<file path="config.mk">
export PLATFORM = sky130hd
export DESIGN_NAME = deque_with_key_search
export DESIGN_NICKNAME = d
export VERILOG_FILES = /design/src/rtl/dqks_pkg.sv /design/src/rtl/dqks_store.sv /design/src/rtl/dqks_ctrl.sv /design/src/rtl/deque_with_key_search.sv
export SDC_FILE = /design/constraint.sdc
export NUM_CORES = 1
export LEC_CHECK = 0
export CORE_ASPECT_RATIO = 0.8
export CORE_UTILIZATION = 57
export DETAILED_ROUTE_END_ITERATION = 6
export DONT_BUFFER_PORTS = 1
export GPL_ROUTABILITY_DRIVEN = 0
export HOLD_SLACK_MARGIN = 0.05
export MAX_ROUTING_LAYER = met4
export PLACE_DENSITY_LB_ADDON = 0.1
export SETUP_SLACK_MARGIN = 0.2
export SLEW_MARGIN = 20
export SYNTH_ARGS = -nofsm -noshare
export SYNTH_HDL_FRONTEND = slang
export SYNTH_SLANG_ARGS = --single-unit
</file>
<file path="constraint.sdc">
create_clock -name clk -period 4.7 [get_ports clk]
set_clock_uncertainty 0.05 [all_clocks]
set_input_delay 0.94 -clock clk [delete_from_list [all_inputs] [get_ports clk]]
set_output_delay 0.94 -clock clk [all_outputs]
set_load 0.01 [all_outputs]
</file>
<file path="src/rtl/dqks_pkg.sv">
// package for the deque with key search: field widths, codes, request and
// result structs, sequencer state type
// no dependencies
package dqks_pkg;

    localparam int DEPTH_DEFAULT = 16;

    localparam int OP_W     = 3;
    localparam int KEY_W    = 32;
    localparam int STATUS_W = 2;
    localparam int POS_W    = 4;
    localparam int COUNT_W  = 5;

    // operation codes
    localparam logic [OP_W-1:0] OP_PUSH_FRONT = 3'd0;
    localparam logic [OP_W-1:0] OP_PUSH_BACK  = 3'd1;
    localparam logic [OP_W-1:0] OP_POP_FRONT  = 3'd2;
    localparam logic [OP_W-1:0] OP_POP_BACK   = 3'd3;
    localparam logic [OP_W-1:0] OP_SEARCH     = 3'd4;

    // status codes
    localparam logic [STATUS_W-1:0] STATUS_DONE  = 2'd0;
    localparam logic [STATUS_W-1:0] STATUS_FULL  = 2'd1;
    localparam logic [STATUS_W-1:0] STATUS_EMPTY = 2'd2;

    typedef struct packed {
        logic [OP_W-1:0]         operation;
        logic signed [KEY_W-1:0] key_value;
    } req_t;

    typedef struct packed {
        logic [STATUS_W-1:0] status;
        logic                found;
        logic [POS_W-1:0]    match_position;
        logic [COUNT_W-1:0]  entry_count;
    } rsp_t;

    typedef enum logic [1:0] {
        S_IDLE,
        S_SEARCH,
        S_FINISH
    } state_t;

endpackage

</file>
<file path="src/rtl/dqks_store.sv">
// entry store: circular key memory, one write port and one registered read port
// depends on dqks_pkg
module dqks_store
    import dqks_pkg::*;
#(
    parameter int DEPTH = DEPTH_DEFAULT,
    localparam int IDX_W = (DEPTH > 1) ? $clog2(DEPTH) : 1
)
(
    input  logic                    clk,
    input  logic                    wr_en,
    input  logic [IDX_W-1:0]        wr_addr,
    input  logic signed [KEY_W-1:0] wr_data,
    input  logic [IDX_W-1:0]        rd_addr,
    output logic signed [KEY_W-1:0] rd_data
);

    logic signed [KEY_W-1:0] mem [DEPTH];
    logic signed [KEY_W-1:0] rd_data_reg;

    // write port
    always_ff @(posedge clk)
    begin
        if (wr_en)
        begin
            mem[wr_addr] <= wr_data;
        end
    end

    // registered read port
    always_ff @(posedge clk)
    begin
        rd_data_reg <= mem[rd_addr];
    end

    assign rd_data = rd_data_reg;

endmodule

</file>
<file path="src/rtl/dqks_ctrl.sv">
// sequencer: head and count pointers, shared slot adder, search walk with one
// comparator, result hold
// depends on dqks_pkg
module dqks_ctrl
    import dqks_pkg::*;
#(
    parameter int DEPTH = DEPTH_DEFAULT,
    localparam int IDX_W = (DEPTH > 1) ? $clog2(DEPTH) : 1,
    localparam int CNT_W = $clog2(DEPTH + 1)
)
(
    input  logic                    clk,
    input  logic                    rst_n,
    input  logic                    req_valid,
    input  req_t                    req,
    output logic                    busy,
    input  logic                    out_room,
    output logic                    res_valid,
    output rsp_t                    res,
    output logic                    wr_en,
    output logic [IDX_W-1:0]        wr_addr,
    output logic signed [KEY_W-1:0] wr_data,
    output logic [IDX_W-1:0]        rd_addr,
    input  logic signed [KEY_W-1:0] rd_data
);

    localparam int SUM_W = CNT_W + 1;

    state_t                  state_reg, state_next;
    logic [IDX_W-1:0]        head_reg, head_next;
    logic [CNT_W-1:0]        count_reg, count_next;
    logic signed [KEY_W-1:0] key_reg, key_next;
    logic [CNT_W-1:0]        rd_off_reg, rd_off_next;
    logic                    cmp_valid_reg, cmp_valid_next;
    logic [IDX_W-1:0]        cmp_off_reg, cmp_off_next;
    rsp_t                    res_reg, res_next;

    rsp_t             res_comb;
    logic [CNT_W-1:0] slot_off;
    logic [SUM_W-1:0] slot_sum;
    logic [IDX_W-1:0] slot_addr;
    logic [IDX_W-1:0] head_dec;
    logic [IDX_W-1:0] head_inc;
    logic             full;
    logic             empty;
    logic             issue;
    logic             match;
    logic             done;

    // shared slot adder: head plus offset, wrapped once
    assign slot_off  = (state_reg == S_SEARCH) ? rd_off_reg : count_reg;
    assign slot_sum  = SUM_W'(head_reg) + SUM_W'(slot_off);
    assign slot_addr = (slot_sum >= SUM_W'(DEPTH)) ? IDX_W'(slot_sum - SUM_W'(DEPTH))
                                                   : IDX_W'(slot_sum);

    // head moves with wrap
    assign head_dec = (head_reg == '0) ? IDX_W'(DEPTH - 1) : head_reg - 1'b1;
    assign head_inc = (head_reg == IDX_W'(DEPTH - 1)) ? '0 : head_reg + 1'b1;

    assign full  = (count_reg == CNT_W'(DEPTH));
    assign empty = (count_reg == '0);

    // search walk: one read issued and one compare per cycle
    assign issue = (rd_off_reg != count_reg);
    assign match = cmp_valid_reg && (rd_data == key_reg);

    assign busy    = (state_reg != S_IDLE);
    assign rd_addr = slot_addr;
    assign wr_data = req.key_value;

    // state registers
    always_ff @(posedge clk or negedge rst_n)
    begin
        if (!rst_n)
        begin
            state_reg     <= S_IDLE;
            head_reg      <= '0;
            count_reg     <= '0;
            cmp_valid_reg <= 1'b0;
        end
        else
        begin
            state_reg     <= state_next;
            head_reg      <= head_next;
            count_reg     <= count_next;
            cmp_valid_reg <= cmp_valid_next;
        end
    end

    // payload registers
    always_ff @(posedge clk)
    begin
        key_reg     <= key_next;
        rd_off_reg  <= rd_off_next;
        cmp_off_reg <= cmp_off_next;
        res_reg     <= res_next;
    end

    // next state and outputs
    always_comb
    begin
        state_next     = state_reg;
        head_next      = head_reg;
        count_next     = count_reg;
        key_next       = key_reg;
        rd_off_next    = rd_off_reg;
        cmp_valid_next = 1'b0;
        cmp_off_next   = cmp_off_reg;
        res_next       = res_reg;
        wr_en          = 1'b0;
        wr_addr        = slot_addr;
        res_valid      = 1'b0;
        done           = 1'b0;

        res_comb.status         = STATUS_DONE;
        res_comb.found          = 1'b0;
        res_comb.match_position = '0;
        res_comb.entry_count    = COUNT_W'(count_reg);

        unique case (state_reg)
            S_IDLE:
            begin
                if (req_valid)
                begin
                    done = 1'b1;
                    unique case (req.operation)
                        OP_PUSH_FRONT:
                        begin
                            if (full)
                            begin
                                res_comb.status = STATUS_FULL;
                            end
                            else
                            begin
                                head_next  = head_dec;
                                wr_en      = 1'b1;
                                wr_addr    = head_dec;
                                count_next = count_reg + 1'b1;
                            end
                        end
                        OP_PUSH_BACK:
                        begin
                            if (full)
                            begin
                                res_comb.status = STATUS_FULL;
                            end
                            else
                            begin
                                wr_en      = 1'b1;
                                count_next = count_reg + 1'b1;
                            end
                        end
                        OP_POP_FRONT:
                        begin
                            if (empty)
                            begin
                                res_comb.status = STATUS_EMPTY;
                            end
                            else
                            begin
                                head_next  = head_inc;
                                count_next = count_reg - 1'b1;
                            end
                        end
                        OP_POP_BACK:
                        begin
                            if (empty)
                            begin
                                res_comb.status = STATUS_EMPTY;
                            end
                            else
                            begin
                                count_next = count_reg - 1'b1;
                            end
                        end
                        OP_SEARCH:
                        begin
                            done        = 1'b0;
                            key_next    = req.key_value;
                            rd_off_next = '0;
                            state_next  = S_SEARCH;
                        end
                        default:
                        begin
                            done = 1'b1;
                        end
                    endcase
                    res_comb.entry_count = COUNT_W'(count_next);
                end
            end
            S_SEARCH:
            begin
                if (issue)
                begin
                    rd_off_next    = rd_off_reg + 1'b1;
                    cmp_valid_next = 1'b1;
                    cmp_off_next   = rd_off_reg[IDX_W-1:0];
                end
                if (match)
                begin
                    res_comb.found          = 1'b1;
                    res_comb.match_position = POS_W'(cmp_off_reg);
                end
                done = match || !issue;
            end
            S_FINISH:
            begin
                res_valid = out_room;
                if (out_room)
                begin
                    state_next = S_IDLE;
                end
            end
            default:
            begin
                state_next = S_IDLE;
            end
        endcase

        // hand the result on, or hold it while the output is full
        if (done)
        begin
            if (out_room)
            begin
                res_valid  = 1'b1;
                state_next = S_IDLE;
            end
            else
            begin
                res_next   = res_comb;
                state_next = S_FINISH;
            end
        end

        res = (state_reg == S_FINISH) ? res_reg : res_comb;
    end

endmodule

</file>
<file path="src/rtl/deque_with_key_search.sv">
// top level of the deque with key search: sequencer, entry store, output register
// depends on dqks_pkg, dqks_store, dqks_ctrl
//
// Usage:
//   Requests enter on req (operation, key_value) with req_valid; a request is
//   taken at a clock edge where req_valid is high and req_stall is low.
//   Every request gives one result on rsp (status, found, match_position,
//   entry_count) with rsp_valid, taken when rsp_stall is low.
//   Push and pop requests finish in the cycle they are taken; the result is
//   registered in the output register and, when that has room, req_stall stays low.
//   A search walks the stored entries front to back, one memory read and one
//   compare per cycle, and stops at the first match; the walk is paced by the
//   single read port of the entry memory and the one comparator. req_stall
//   is high while the walk runs.
//   When rsp_stall holds the output register, one more request is taken; its
//   result waits inside and req_stall stays high until it moves on.
//   Reset leaves the deque empty with the head at slot zero; the entry memory
//   is not cleared and only written slots are ever compared.
module deque_with_key_search
    import dqks_pkg::*;
#(
    parameter int DEPTH = DEPTH_DEFAULT,
    localparam int IDX_W = (DEPTH > 1) ? $clog2(DEPTH) : 1
)
(
    input  logic clk,
    input  logic rst_n,
    input  logic req_valid,
    output logic req_stall,
    input  req_t req,
    output logic rsp_valid,
    input  logic rsp_stall,
    output rsp_t rsp
);

    logic                    busy;
    logic                    out_room;
    logic                    res_valid;
    rsp_t                    res;
    logic                    wr_en;
    logic [IDX_W-1:0]        wr_addr;
    logic signed [KEY_W-1:0] wr_data;
    logic [IDX_W-1:0]        rd_addr;
    logic signed [KEY_W-1:0] rd_data;
    logic                    rsp_valid_reg, rsp_valid_next;
    rsp_t                    rsp_reg, rsp_next;

    assign req_stall = busy;

    // sequencer
    dqks_ctrl #(
        .DEPTH (DEPTH)
    ) u_ctrl (
        .clk       (clk),
        .rst_n     (rst_n),
        .req_valid (req_valid),
        .req       (req),
        .busy      (busy),
        .out_room  (out_room),
        .res_valid (res_valid),
        .res       (res),
        .wr_en     (wr_en),
        .wr_addr   (wr_addr),
        .wr_data   (wr_data),
        .rd_addr   (rd_addr),
        .rd_data   (rd_data)
    );

    // entry memory
    dqks_store #(
        .DEPTH (DEPTH)
    ) u_store (
        .clk     (clk),
        .wr_en   (wr_en),
        .wr_addr (wr_addr),
        .wr_data (wr_data),
        .rd_addr (rd_addr),
        .rd_data (rd_data)
    );

    // output register
    assign out_room = !rsp_valid_reg || !rsp_stall;

    always_comb
    begin
        rsp_valid_next = rsp_valid_reg && rsp_stall;
        rsp_next       = rsp_reg;
        if (res_valid)
        begin
            rsp_valid_next = 1'b1;
            rsp_next       = res;
        end
    end

    always_ff @(posedge clk or negedge rst_n)
    begin
        if (!rst_n)
        begin
            rsp_valid_reg <= 1'b0;
        end
        else
        begin
            rsp_valid_reg <= rsp_valid_next;
        end
    end

    always_ff @(posedge clk)
    begin
        rsp_reg <= rsp_next;
    end

    assign rsp_valid = rsp_valid_reg;
    assign rsp       = rsp_reg;

    // a result is only handed on when the output register can take it
    assert property (@(posedge clk) disable iff (!rst_n)
        res_valid |-> out_room)
        else $error("result handed on while output register is held");

    // a dropped push reports a full deque
    assert property (@(posedge clk) disable iff (!rst_n)
        (res_valid && res.status == STATUS_FULL) |-> (res.entry_count == COUNT_W'(DEPTH)))
        else $error("push dropped while deque not full");

    // a match is only reported by a completed search
    assert property (@(posedge clk) disable iff (!rst_n)
        (res_valid && res.found) |-> (res.status == STATUS_DONE))
        else $error("match reported with a failure status");

    // a taken search request holds off the next request
    assert property (@(posedge clk) disable iff (!rst_n)
        (req_valid && !req_stall && req.operation == OP_SEARCH) |=> req_stall)
        else $error("search request did not hold off the next request");

endmodule
</file>
# ---- Yosys cells after proc, flatten, opt, wreduce, memory -nomap -nowiden
# Memories as Yosys holds them, arrays and structs flattened. A register that Yosys moved wholly into a read port is not among the register bits.
# Cells that the tools add are included.
dict set report totals {
  ff_bits 78
  latchBits 0
  ram_bits 512
  rom_bits 0
  out_inout_bits 14
  n_memories 1
}
# memory words width rd rd_ports_with_merged_regs write_ports line_no
set memory_table {}
lappend memory_table {u_store.mem 16 32 1 1 1 dqks_store.sv:18} ;# logic signed [KEY_W-1:0] mem [DEPTH];
dict set report classes {
  addsub 7
  multipliers 0
  div 0
  magnitude_cmp 1
  n_eq_ne 19
  shifts 0
  mux 49
  bitwise_logic 1
  n_reduce_logical 22
}
# operator count
set ops {}
lappend ops {{$mux W5} 10}
lappend ops {{$mux W4} 9}
lappend ops {{$eq A32 B32 Y1} 1}
lappend ops {{$pmux W5 S2} 2}
lappend ops {{$mux W2} 8}
lappend ops {{$mux W1} 15}
lappend ops {{$mux W12} 1}
lappend ops {{$add A5 B1 Y5 const B} 2}
lappend ops {{$ne A2 B2 Y1 const B} 4}
lappend ops {{$pmux W4 S2} 1}
lappend ops {{$reduce_and A4 Y1} 2}
lappend ops {{$sub A4 B1 Y4 const B} 2}
lappend ops {{$add A4 B5 Y6} 1}
lappend ops {{$eq A3 B2 Y1 const B} 2}
lappend ops {{$ge A6 B5 Y1 const B} 1}
lappend ops {{$ne A3 B2 Y1 const B} 2}
lappend ops {{$pmux W2 S3} 1}
lappend ops {{$reduce_bool A2 Y1} 3}
lappend ops {{$eq A5 B5 Y1 const B} 1}
lappend ops {{$logic_not A5 Y1} 1}
lappend ops {{$ne A5 B5 Y1} 1}
lappend ops {{$reduce_and A5 Y1} 1}
lappend ops {{$sub A5 B1 Y5 const B} 1}
lappend ops {{$add A4 B1 Y4 const B} 1}
lappend ops {{other kinds (19)} 26}

# ---- Logic depth before layout (Yosys ltp)
# Gate-level depths: netlist (run 1).
dict set report logic_depth {
  depth_word 9
  depth_mapped 11
  mapped_depth_nobuf 10
}

# ---- Hierarchy
# A second synthesis (run 1) with hierarchy kept.
dict set report hier_totals {
  hier_cells 1161
  hier_area_um2 23845.4
}
# module n_inst cells_each area_per_inst_um2 seq_area_each_um2
set by_module_without_submodules {}
lappend by_module_without_submodules {dqks_store 1 838 19835.3 16015.4}
lappend by_module_without_submodules {dqks_ctrl 1 308 3613.5 1891.8}
lappend by_module_without_submodules {deque_with_key_search 1 15 396.6 385.4}

# ---- Least setup slack after synthesis (run 1)
# OpenSTA, ideal clock, no wires.
dict set report synth_path {
  path_kind {in2reg}
  startpoint {in req_valid}
  endpoint {mem u_store.mem[8][0] (enable)}
  arrival_time_ps 4530
  required_ps 4189
  setup_slack_ps -341
  cell_stages 7
  path_buffers 2
  path_cell_list {or3b_1 > clkbuf_1 > or3_1 > buf_4 > nor2b_1 > o2bb2a_1 > nor3_1}
}
dict set report synth_between {
  elab_chain_len 4
}
# item line_no
set synth_rtl {}
lappend synth_rtl {{start, declared} deque_with_key_search.sv:28} ;# input logic req_valid,
lappend synth_rtl {{$mux W1} dqks_ctrl.sv:123} ;# if (req_valid)
lappend synth_rtl {{$mux W1} dqks_ctrl.sv:120} ;# unique case (state_reg)
lappend synth_rtl {{$mux W1} dqks_store.sv:24} ;# if (wr_en)
lappend synth_rtl {{$mux W1 (not written as such)} dqks_store.sv:26} ;# mem[wr_addr] <= wr_data;
lappend synth_rtl {{end, declared} dqks_store.sv:18}
# Parallel ways exist; a longest one is shown, timed or not.

# ---- Worst setup path after layout (run 1)
dict set report layout_path {
  startpoint {reg u_ctrl.count_reg[0]}
  endpoint {mem u_store.mem[14][21] (enable)}
}
dict set report layout_between {
  elab_chain_len 8
}
# item line_no
set layout_rtl {}
lappend layout_rtl {{start, declared} dqks_ctrl.sv:31} ;# logic [CNT_W-1:0] count_reg, count_next;
lappend layout_rtl {{start signal, assigned} dqks_ctrl.sv:85} ;# count_reg <= count_next;
lappend layout_rtl {{$mux W5} dqks_ctrl.sv:51} ;# assign slot_off = (state_reg == S_SEARCH) ? rd_off_reg : count_reg;
lappend layout_rtl {{$add A4 B5 Y6} dqks_ctrl.sv:52} ;# assign slot_sum = SUM_W'(head_reg) + SUM_W'(slot_off);
lappend layout_rtl {{$ge A6 B5 Y1 / $sub A4 B1 Y4 (equally long branches)} dqks_ctrl.sv:53} ;# assign slot_addr = (slot_sum >= SUM_W'(DEPTH)) ? IDX_W'(slot_sum - SUM_W'(DEPTH))
lappend layout_rtl {{$mux W4} dqks_ctrl.sv:53}
lappend layout_rtl {{$mux W4} dqks_ctrl.sv:129} ;# if (full)
lappend layout_rtl {{$mux W4} dqks_ctrl.sv:126} ;# unique case (req.operation)
lappend layout_rtl {{$mux W4} dqks_ctrl.sv:123}
lappend layout_rtl {{$mux W4} dqks_ctrl.sv:120}
# Parallel ways exist; a longest one is shown, timed or not.

==> run_results.csv, run 1 <==
group,metric,value,unit
timing,tns,0,ns
timing,fmax,0.2493,GHz
logic_synthesis,yosysWarningCount,0,
worst_setup_path,critPathBufInv,2,
placed_design,pre_cts_slack,0.7072,ns
cts,cts_resized,0,
power,p_leak,8.548,nW
cts,clock-sinks,622,
run_status,outcome,"complete, no violations",
cells_and_area,nets,1156,
min_path,hold_path.class,"input pin to flop",
detailed_routing,drt_iter0_markers,1286,
cts,cts_tree,"built",
floorplanning,dieArea,0.04236,mm2
power,p_per_area,801.6,mW/mm2
cells_and_area,final_common_cell,"edfxtp_1",
floorplanning,fp.coreArea,0.04079,mm2
cells_and_area,num-fill-cells,2686,
global_routing,met2_usage,0.3417,
detailed_routing,wl,47890,um
global_routing,overflow,0,
detailed_routing,drc,0,
logic_synthesis,synth_ff_type,"edfxtp_1",
floorplanning,die_h,184.3,um
logic_synthesis,ys_async_sr_fraction,0.02090,
detailed_routing,num_vias,10590,
flow_run,cap_violations,0,
worst_setup_path,crit_slowest_cell,"nor2_4",
cts,clockBufferDepth,3,
global_routing,grt_pass1_wl,71720,um
timing,tightest_slew,1.098,ns
worst_setup_path,cp_top_family,"simple AND/OR/NAND/NOR gates",
logic_synthesis,yosysSeqAreaShare,0.7726,
logic_synthesis,synth_area,0.02368,mm2
placed_design,dp_hpwl,27930,um
logic_synthesis,ys_seq_elements,622,
worst_setup_path,critPathMaxFanout,17,
cells_and_area,final_cell_mix,"edfxtp_1 (577), mux4_2 (157), clkbuf_16 (58), xor2_1 (36), buf_4 (34)",
worst_setup_path,slowest_delay,0.62,ns
timing,rsz0062_at_grt,"false",
detailed_routing,drt-wirelength-per-cell,28.15,um
timing,setup_viol,0,
global_routing,grt_pass1_vias,10770,
placed_design,port-buffer-count,0,
min_path,min_from,"req[19]",
logic_synthesis,synth_fp_nets,1099,
worst_setup_path,worstPathArrival,4.27,ns
timing,period_share,0.8536,
worst_setup_path,crit_path_start,"u_ctrl.count_reg[0]$_DFF_PN0_",
global_routing,met1_usage,0.3757,
cts,clock_latency,0.60,ns
cells_and_area,n_antenna_cell,0,
floorplanning,num_io_pins,53,
logic_synthesis,avgSynthCellArea,22.53,um2
worst_setup_path,r2r_start,"u_ctrl.count_reg[0]$_DFF_PN0_",
detailed_routing,drt-pass1-iter-count,5,
timing,setup_slack,0.6882,ns
worst_setup_path,endpoint_kind,"flop",
global_routing,grt_max_degree,129,
global_routing,busiest_layer,"met1",
detailed_routing,vias_per_cell,6.225,
cts,cts-root-buf,"clkbuf_16",
floorplanning,die_width,229.9,um
logic_synthesis,synth_top_area_frac,0.7318,
detailed_routing,ant_nets,0,
cts,numCtsBuffers,57,
worst_setup_path,critPathRequiredTime,4.95,ns
logic_synthesis,synth_top_area_cell,"edfxtp_1",
cts,path_clk_slew,0.06,ns
cells_and_area,largest_register_ffs,512,
cts,hold_buffers,1,
timing,final-hold-violation-count,0,
min_path,min_path_cells,0,
logic_synthesis,synth_cell_types,57,
cells_and_area,area_growth,12.54,%
cells_and_area,drive_above_1_share,0.2731,
worst_setup_path,rr_worst_depth,9,
logic_synthesis,synthCells,1051,
cts,cts_setup_buffers,0,
cts,htree_num_levels,2,
worst_setup_path,reg2reg_to,"u_store.mem[14][21]$_DFFE_PP_",
min_path,min_to,"u_store.mem[12][19]$_DFFE_PP_",
worst_setup_path,cp-start-kind,"flop",
global_routing,use_met3,0.04347,
power,vdd_drop_max,1393,uV
floorplanning,rows,66,
logic_synthesis,ys_top_cells_by_area,"edfxtp_1 (73%), mux4_2 (15%), dfxtp_1 (2.7%)",
timing,final-max-slew-violation-count,0,
global_routing,grt_util_all_layers,0.2430,
worst_setup_path,criticalPathCategory,"flop to flop",
global_routing,grt_antenna_before_repair,0,
timing,relSlewSlack,0.2632,
worst_setup_path,worstPathCellList,"inv_1 > ha_1 > nor3b_4 > a211o_1 > or3_1 > mux2i_4 > nand3_1 > nor2_4 > buf_12",
floorplanning,start_util,0.5804,
logic_synthesis,synth-edff-count,577,
timing,period_needed,4.012,ns
worst_setup_path,reg2reg_slack,0.69,ns
## cells in the mapped netlist, drive strengths merged (3+ instances only)
master	number
a21o	9
dfxtp	32
a21oi	9
buf	11
mux2	7
mux2i	3
clkbuf	33
edfxtp	577
dfrtp	13
inv	12
nor3	13
nand2b	4
and2	5
nor4	9
xnor2	13
mux4	160
nor2	24
nand2	17
o21ai	10
ha	8
nand3	8
xor2	36
nand4	3
nor2b	7
## worst max path at each step
stage                                               end  cells after the start
after global placement    u_store.mem[13][18]$_DFFE_PP_                      7
after CTS                 u_store.mem[12][24]$_DFFE_PP_                     10
after detailed placement  u_store.mem[12][20]$_DFFE_PP_                     10
after floorplan             u_store.mem[9][0]$_DFFE_PP_                      7
after global routing      u_store.mem[12][24]$_DFFE_PP_                     10
final                     u_store.mem[14][21]$_DFFE_PP_                      9
## stage by stage
step / cells / instance area, um2 / total power, mW / util / hold WS, ns
final: 1701 / 26650 / 21.36 / 0.6532 / 0.3799
after global routing: 1701 / 26650 / 22.34 / 0.6532 / 0.3491
after global placement: 1592 / 24710 / 16.84 / 0.6058 / 0.4646
after CTS: 1701 / 26650 / 21.65 / 0.6532 / 0.3513
after floorplan: 1051 / 23700 / 14.34 / - / 0.4444
after detailed placement: 1592 / 24710 / 16.89 / 0.6058 / 0.4641
## power breakdown
group          switching [mW]  internal (mW)
Sequential              0.271           6.66
Clock                    1.95           2.74
Combinational            4.74           5.00
## worst reg2reg max path, cell delays in order (launching register included)
cell and delay, ns:
dfrtp_1 0.42, inv_1 0.11, ha_1 0.26, nor3b_4 0.18
a211o_1 0.41, or3_1 0.53, mux2i_4 0.53, nand3_1 0.31
nor2_4 0.62, buf_12 0.26
## cells by family (layout without fill, tap and decap cells)
group | Yosys count | count (layout) | share of synthesized area
buf+inv | 56 | 162 | 0.01046
compound gates | 46 | 46 | 0.01279
simple gates | 99 | 99 | 0.02193
fa+ha+maj | 9 | 9 | 0.005073
mux | 170 | 170 | 0.1579
flops | 622 | 622 | 0.7726
xor+xnor | 49 | 49 | 0.01923
## final cells by class
cell class / instances / area, um2 / share of cell area
sequential: 622 / 18290 / 0.6865
multi-input combinational: 373 / 5300 / 0.1989
clock buffer: 85 / 1633 / 0.06128
tap: 544 / 680.7 / 0.02554
timing repair buffer: 42 / 405.4 / 0.01521
clock inverter: 23 / 290.3 / 0.01089
inverter: 12 / 45.04 / 0.001690
## routing by layer
layer	up-vias	wire length (um)
met3	53	3362
li1	4493	-
met5	-	0
met4	0	744
met1	5647	21890
met2	395	21890
Power figures use the tool's default switching activity.
==> run 2: changes to the inputs <==
--- a/config.mk
+++ b/config.mk
@@ -6,7 +6,7 @@
 export NUM_CORES = 1
 export LEC_CHECK = 0
 export CORE_ASPECT_RATIO = 0.8
-export CORE_UTILIZATION = 57
+export CORE_UTILIZATION = 60
 export DETAILED_ROUTE_END_ITERATION = 6
 export DONT_BUFFER_PORTS = 1
 export GPL_ROUTABILITY_DRIVEN = 0
==> constraint.sdc (replaced) <==
create_clock -name clk -period 4.2 [get_ports clk]
set_clock_uncertainty 0.05 [all_clocks]
set_input_delay 0.84 -clock clk [delete_from_list [all_inputs] [get_ports clk]]
set_output_delay 0.84 -clock clk [all_outputs]
set_load 0.01 [all_outputs]
==> run 2 against run 1 <==
Against the previous run: critical path depth unchanged; routed wire length decreased by 0.10%; register-to-register slack got worse by 0.35 ns; non-clock buffer count increased by 8; fmax increased by 3.8%; die area decreased by 5.0%; global-route usage increased by 1.2 points; sequential share of layout area decreased by 0.22 points; critical path type unchanged; critical endpoint is now u_store.rd_data[31]$_DFF_P_; largest power group unchanged.
==> run_results.csv, run 2 (same netlist as run 1, synthesis figures left out) <==
group,metric,value,unit
run_status,outcome,"complete, no violations",
detailed_routing,num_vias,10780,
cts,clock_latency,0.61,ns
floorplanning,die_width,224.1,um
timing,setup_viol,0,
floorplanning,die_h,179.7,um
power,p_leak,8.573,nW
cells_and_area,final_common_cell,"edfxtp_1",
global_routing,grt_pass1_vias,10760,
cells_and_area,largest_register_ffs,512,
timing,relSlewSlack,0.4706,
floorplanning,fp.coreArea,0.03860,mm2
placed_design,dp_hpwl,26980,um
cts,clock-sinks,622,
worst_setup_path,critPathBufInv,2,
detailed_routing,vias_per_cell,6.378,
detailed_routing,drt-pass1-iter-count,6,
timing,fmax,0.2586,GHz
power,p_per_area,892.1,mW/mm2
detailed_routing,drt_iter0_markers,1215,
worst_setup_path,worstPathCellList,"nor2b_2 > nand2_1 > o21ai_0 > ha_4 > inv_1 > fa_4 > buf_16 > mux4_2 > mux4_1",
timing,rsz0062_at_grt,"true",
timing,tns,0,ns
worst_setup_path,critPathMaxFanout,128,
cells_and_area,final_cell_mix,"edfxtp_1 (577), mux4_2 (157), clkbuf_16 (56), xor2_1 (36), buf_4 (36)",
worst_setup_path,crit_slowest_cell,"fa_4",
cts,cts_tree,"built",
timing,final-hold-violation-count,0,
floorplanning,dieArea,0.04027,mm2
timing,final-max-slew-violation-count,0,
cts,clockBufferDepth,3,
cells_and_area,nets,1163,
cts,cts-root-buf,"clkbuf_16",
worst_setup_path,slowest_delay,0.85,ns
global_routing,grt_util_all_layers,0.2555,
worst_setup_path,cp-start-kind,"flop",
cells_and_area,area_growth,12.91,%
cts,htree_num_levels,2,
power,finalPower,23.85,mW
global_routing,grt_max_degree,129,
worst_setup_path,criticalPathCategory,"flop to flop",
cts,numCtsBuffers,56,
floorplanning,start_util,0.6135,
detailed_routing,ant_nets,0,
timing,period_needed,3.867,ns
cts,path_clk_slew,0.06,ns
floorplanning,num_io_pins,53,
detailed_routing,wl,47840,um
global_routing,overflow,0,
detailed_routing,drt-wirelength-per-cell,28.31,um
cells_and_area,n_antenna_cell,0,
detailed_routing,drc,0,
cells_and_area,drive_above_1_share,0.2788,
min_path,hold_path.class,"input pin to flop",
worst_setup_path,cp_top_family,"adder cells",
global_routing,grt_pass1_wl,71660,um
worst_setup_path,critPathRequiredTime,4.62,ns
timing,period_share,0.9206,
flow_run,cap_violations,0,
timing,tightest_slew,0.7876,ns
worst_setup_path,worstPathArrival,4.29,ns
placed_design,port-buffer-count,0,
power,vdd_drop_max,1521,uV
global_routing,grt_antenna_before_repair,0,
worst_setup_path,endpoint_kind,"flop",
floorplanning,rows,64,
[run 2: final timing paths]
| check | slack, ns | end | cells past startpoint | startpoint |
|---|---|---|---|---|
| max | 0.33 | u_store.rd_data[31]$_DFF_P_ | 9 | u_ctrl.state_reg[0]$_DFFE_PN0P_ |
| min | 0.27 | u_store.mem[8][8]$_DFFE_PP_ | 0 | req[8] |
| max reg2reg | 0.33 | u_store.rd_data[31]$_DFF_P_ | 9 | u_ctrl.state_reg[0]$_DFFE_PN0P_ |
| min reg2reg | 0.47 | rsp[10]$_DFFE_PP_ | 1 | u_ctrl.res_reg[10]$_DFFE_PP_ |
| max in group asynchronous | 3.00 | u_ctrl.head_reg[1]$_DFFE_PN0P_ | 1 | rst_n |
| min in group asynchronous | 0.67 | rsp_valid$_DFF_PN0_ | 1 | rst_n |
[run 2: what timing repair did]
action | in CTS | in global routing
hold buffers | 1 | 0
endpoints found under the setup margin | 0 | 62
gates resized for setup | 0 | 3
endpoints found under the hold margin | 13 | 0
setup buffers | 0 | 0
[run 2: cell type report]
cell class	count	area, um2
multi-input cells	373	5306
flip-flops and latches	622	18290
well taps	528	660.6
repair buffers	50	554.3
clock inverters	25	314.1
clock buffers	80	1562
inverters	12	45.04
fillers	2384	11860
[run 2: per-layer routing]
metal	track usage	wire, um	vias to the layer above
met3	0.04184	3499	67
li1	-	-	4501
met4	0.05616	773	0
met2	0.3609	21970	433
met5	-	0	-
met1	0.3999	21590	5777
[run 2: power breakdown]
group	internal (mW)	switching [mW]	leakage [nW]
Combinational	5.76	5.14	2.04
Clock	2.97	2.20	0.900
Sequential	7.45	0.326	5.63
Total	16.2	7.67	8.57
[run 2: metrics by stage]
step | utilization | setup WS [ns] | hold slack [ns] | cells | instance area, um2
6_report | 0.6927 | 0.3334 | 0.2737 | 1690 | 26730
5_1_grt | 0.6927 | 0.1898 | 0.2446 | 1690 | 26730
4_1_cts | 0.6922 | 0.2766 | 0.2442 | 1690 | 26720
3_5_place_dp | 0.6433 | 0.3056 | 0.4504 | 1584 | 24830
3_3_place_gp | 0.6419 | 0.3786 | 0.4550 | 1582 | 24780
2_1_floorplan | - | 0.02019 | 0.4444 | 1051 | 23710
[run 2: worst register-to-register path: stages (launching register included)]
cell	delay [ns]
dfrtp_1	0.40
nor2b_2	0.38
nand2_1	0.10
o21ai_0	0.15
ha_4	0.18
inv_1	0.05
fa_4	0.85
buf_16	0.54
mux4_2	0.53
mux4_1	0.51
==> run 3: changes to the inputs <==
--- a/config.mk
+++ b/config.mk
@@ -12,7 +12,7 @@
 export GPL_ROUTABILITY_DRIVEN = 0
 export HOLD_SLACK_MARGIN = 0.05
 export MAX_ROUTING_LAYER = met4
-export PLACE_DENSITY_LB_ADDON = 0.1
+export PLACE_DENSITY_LB_ADDON = 0.3
 export SETUP_SLACK_MARGIN = 0.2
 export SLEW_MARGIN = 20
 export SYNTH_ARGS = -nofsm -noshare
==> run 3 against run 2 <==
Against the previous run: sequential share of layout area rose by 0.11 points; global-route usage shrank 0.21 points; fmax grew 0.88%; total power down 0.21%; register-to-register slack gained 0.03 ns; setup slack gained 0.034 ns; worst hold slack improved by 0.0086 ns; cell count shrank 0.18%; flip-flop and latch count unchanged; clock power increased by 2%; die area unchanged; critical path type unchanged; highest routed layer unchanged.
==> run_results.csv, run 3 (same netlist as run 1, synthesis figures left out) <==
group,metric,value,unit
cts,clock-sinks,622,
global_routing,grt_util_all_layers,0.2534,
timing,setup_viol,0,
timing,rsz0062_at_grt,"false",
global_routing,grt_max_degree,129,
worst_setup_path,cp-start-kind,"flop",
cells_and_area,largest_register_ffs,512,
detailed_routing,num_vias,10850,
floorplanning,die_width,224.1,um
cells_and_area,final_util,0.6916,
placed_design,dp_hpwl,26780,um
timing,period_share,0.9126,
worst_setup_path,slowest_delay,0.84,ns
cts,cts-root-buf,"clkbuf_16",
worst_setup_path,criticalPathCategory,"flop to flop",
cells_and_area,final_cell_mix,"edfxtp_1 (577), mux4_2 (157), clkbuf_16 (55), buf_4 (42), xor2_1 (36)",
cells_and_area,area_growth,12.73,%
detailed_routing,drc,0,
worst_setup_path,cp_top_family,"adder cells",
cts,cts_tree,"built",
cts,clock_latency,0.60,ns
detailed_routing,ant_nets,0,
power,p_seq_frac,0.327,
cts,path_clk_slew,0.07,ns
floorplanning,start_util,0.6135,
run_status,outcome,"complete, no violations",
floorplanning,rows,64,
power,switching_share,0.3206,
cts,htree_num_levels,2,
global_routing,grt_antenna_before_repair,1,
detailed_routing,drt-pass1-iter-count,5,
worst_setup_path,critPathRequiredTime,4.62,ns
worst_setup_path,endpoint_kind,"flop",
global_routing,overflow,0,
detailed_routing,wl,47780,um
min_path,hold_path.class,"input pin to flop",
detailed_routing,wl_met1,20270,um
placed_design,pre_cts_slack,0.2881,ns
flow_run,cap_violations,0,
timing,fmax,0.2609,GHz
power,switchingPower,7.629,mW
cells_and_area,nets,1161,
power,p_leak,8.574,nW
worst_setup_path,worstPathCellList,"nor2b_2 > nand2_1 > o21ai_0 > ha_4 > inv_1 > fa_4 > buf_16 > mux4_2 > mux4_2",
detailed_routing,vias_per_cell,6.433,
timing,period_needed,3.833,ns
cts,numCtsBuffers,55,
power,vdd_drop_max,1878,uV
cells_and_area,final_common_cell,"edfxtp_1",
detailed_routing,drt-wirelength-per-cell,28.32,um
timing,final-max-slew-violation-count,0,
detailed_routing,drt_iter0_markers,1318,
power,finalPower,23.80,mW
global_routing,grt_pass1_vias,10900,
floorplanning,fp.coreArea,0.03860,mm2
timing,timing.hold.ws,0.2823,ns
worst_setup_path,critPathMaxFanout,128,
power,intPower,16.17,mW
timing,final-hold-violation-count,0,
worst_setup_path,crit_slowest_cell,"fa_4",
placed_design,port-buffer-count,0,
cells_and_area,drive_above_1_share,0.2832,
timing,setup_slack,0.3670,ns
floorplanning,die_h,179.7,um
detailed_routing,dr_wl_met3,3784,um
floorplanning,num_io_pins,53,
power,comb_power_share,0.452,
power,p_per_area,891.6,mW/mm2
detailed_routing,wl_met2,22820,um
floorplanning,dieArea,0.04027,mm2
worst_setup_path,worstPathArrival,4.25,ns
worst_setup_path,cpMostUsedCell,"mux4_2",
timing,tightest_slew,1.027,ns
timing,relSlewSlack,0.3150,
power,clkPwrFrac,0.221,
cts,cts_setup_buffers,0,
cts,clockBufferDepth,3,
timing,tns,0,ns
detailed_routing,topRoutingLayerUsed,"met4",
worst_setup_path,critPathBufInv,2,
global_routing,grt_pass1_wl,71130,um
==> run 3: final cells by class <==
type                       count  area, um2
sequential                   622      18290
fill                        2311      11910
multi-input combinational    373       5303
clock buffer                  67       1451
tap                          528      660.6
timing repair buffer          49      475.5
clock inverter                35      461.7
inverter                      12      45.04
antenna                        1      2.502
==> run 3: repair_timing <==
item	CTS	global route
endpoints found under the setup margin	0	2
hold buffers	1	0
gates resized for setup	0	1
endpoints found under the hold margin	13	0
==> run 3: path summary, 6_finish.rpt <==
kind	from	endpoint	slack (ns)	cells past startpoint
setup / recovery	u_ctrl.state_reg[0]$_DFFE_PN0P_	u_store.rd_data[22]$_DFF_P_	0.37	9
hold / removal	req[20]	u_store.mem[1][20]$_DFFE_PP_	0.28	0
setup reg to reg	u_ctrl.state_reg[0]$_DFFE_PN0P_	u_store.rd_data[22]$_DFF_P_	0.37	9
hold reg to reg	u_ctrl.res_reg[8]$_DFFE_PP_	rsp[8]$_DFFE_PP_	0.47	1
max in group asynchronous	rst_n	u_ctrl.head_reg[0]$_DFFE_PN0P_	2.95	1
min in group asynchronous	rst_n	u_ctrl.count_reg[2]$_DFF_PN0_	0.70	1
==> run 3: layer usage <==
layer | GRT usage | vias up
met1 | 0.3787 | 5768
met2 | 0.3717 | 511
met5 | - | -
li1 | - | 4505
met4 | 0.05890 | 0
met3 | 0.04560 | 68
==> run 3: power by group through the flow <==
stage / Combinational (mW) / Sequential (mW) / Clock, mW
finish: 10.8 / 7.77 / 5.27
global route: 11.4 / 7.82 / 5.59
CTS: 10.9 / 7.77 / 5.36
detailed placement: 10.7 / 7.89 / 0
global placement: 10.6 / 7.88 / 0
floorplan: 8.30 / 7.78 / 0
==> run 3: worst reg2reg max path: stages (launching register included) <==
cell and delay [ns]:
dfrtp_1 0.42, nor2b_2 0.36, nand2_1 0.08, o21ai_0 0.13, ha_4 0.18, inv_1 0.05
fa_4 0.84, buf_16 0.51, mux4_2 0.59, mux4_2 0.49
==> run 3: through the flow <==
| stage | cell area [um2] | cells |
|---|---|---|
| after global routing | 26690 | 1687 |
| final | 26690 | 1687 |
| after CTS | 26620 | 1684 |
| after floorplan | 23710 | 1051 |
| after detailed placement | 24700 | 1581 |
| after global placement | 24670 | 1580 |
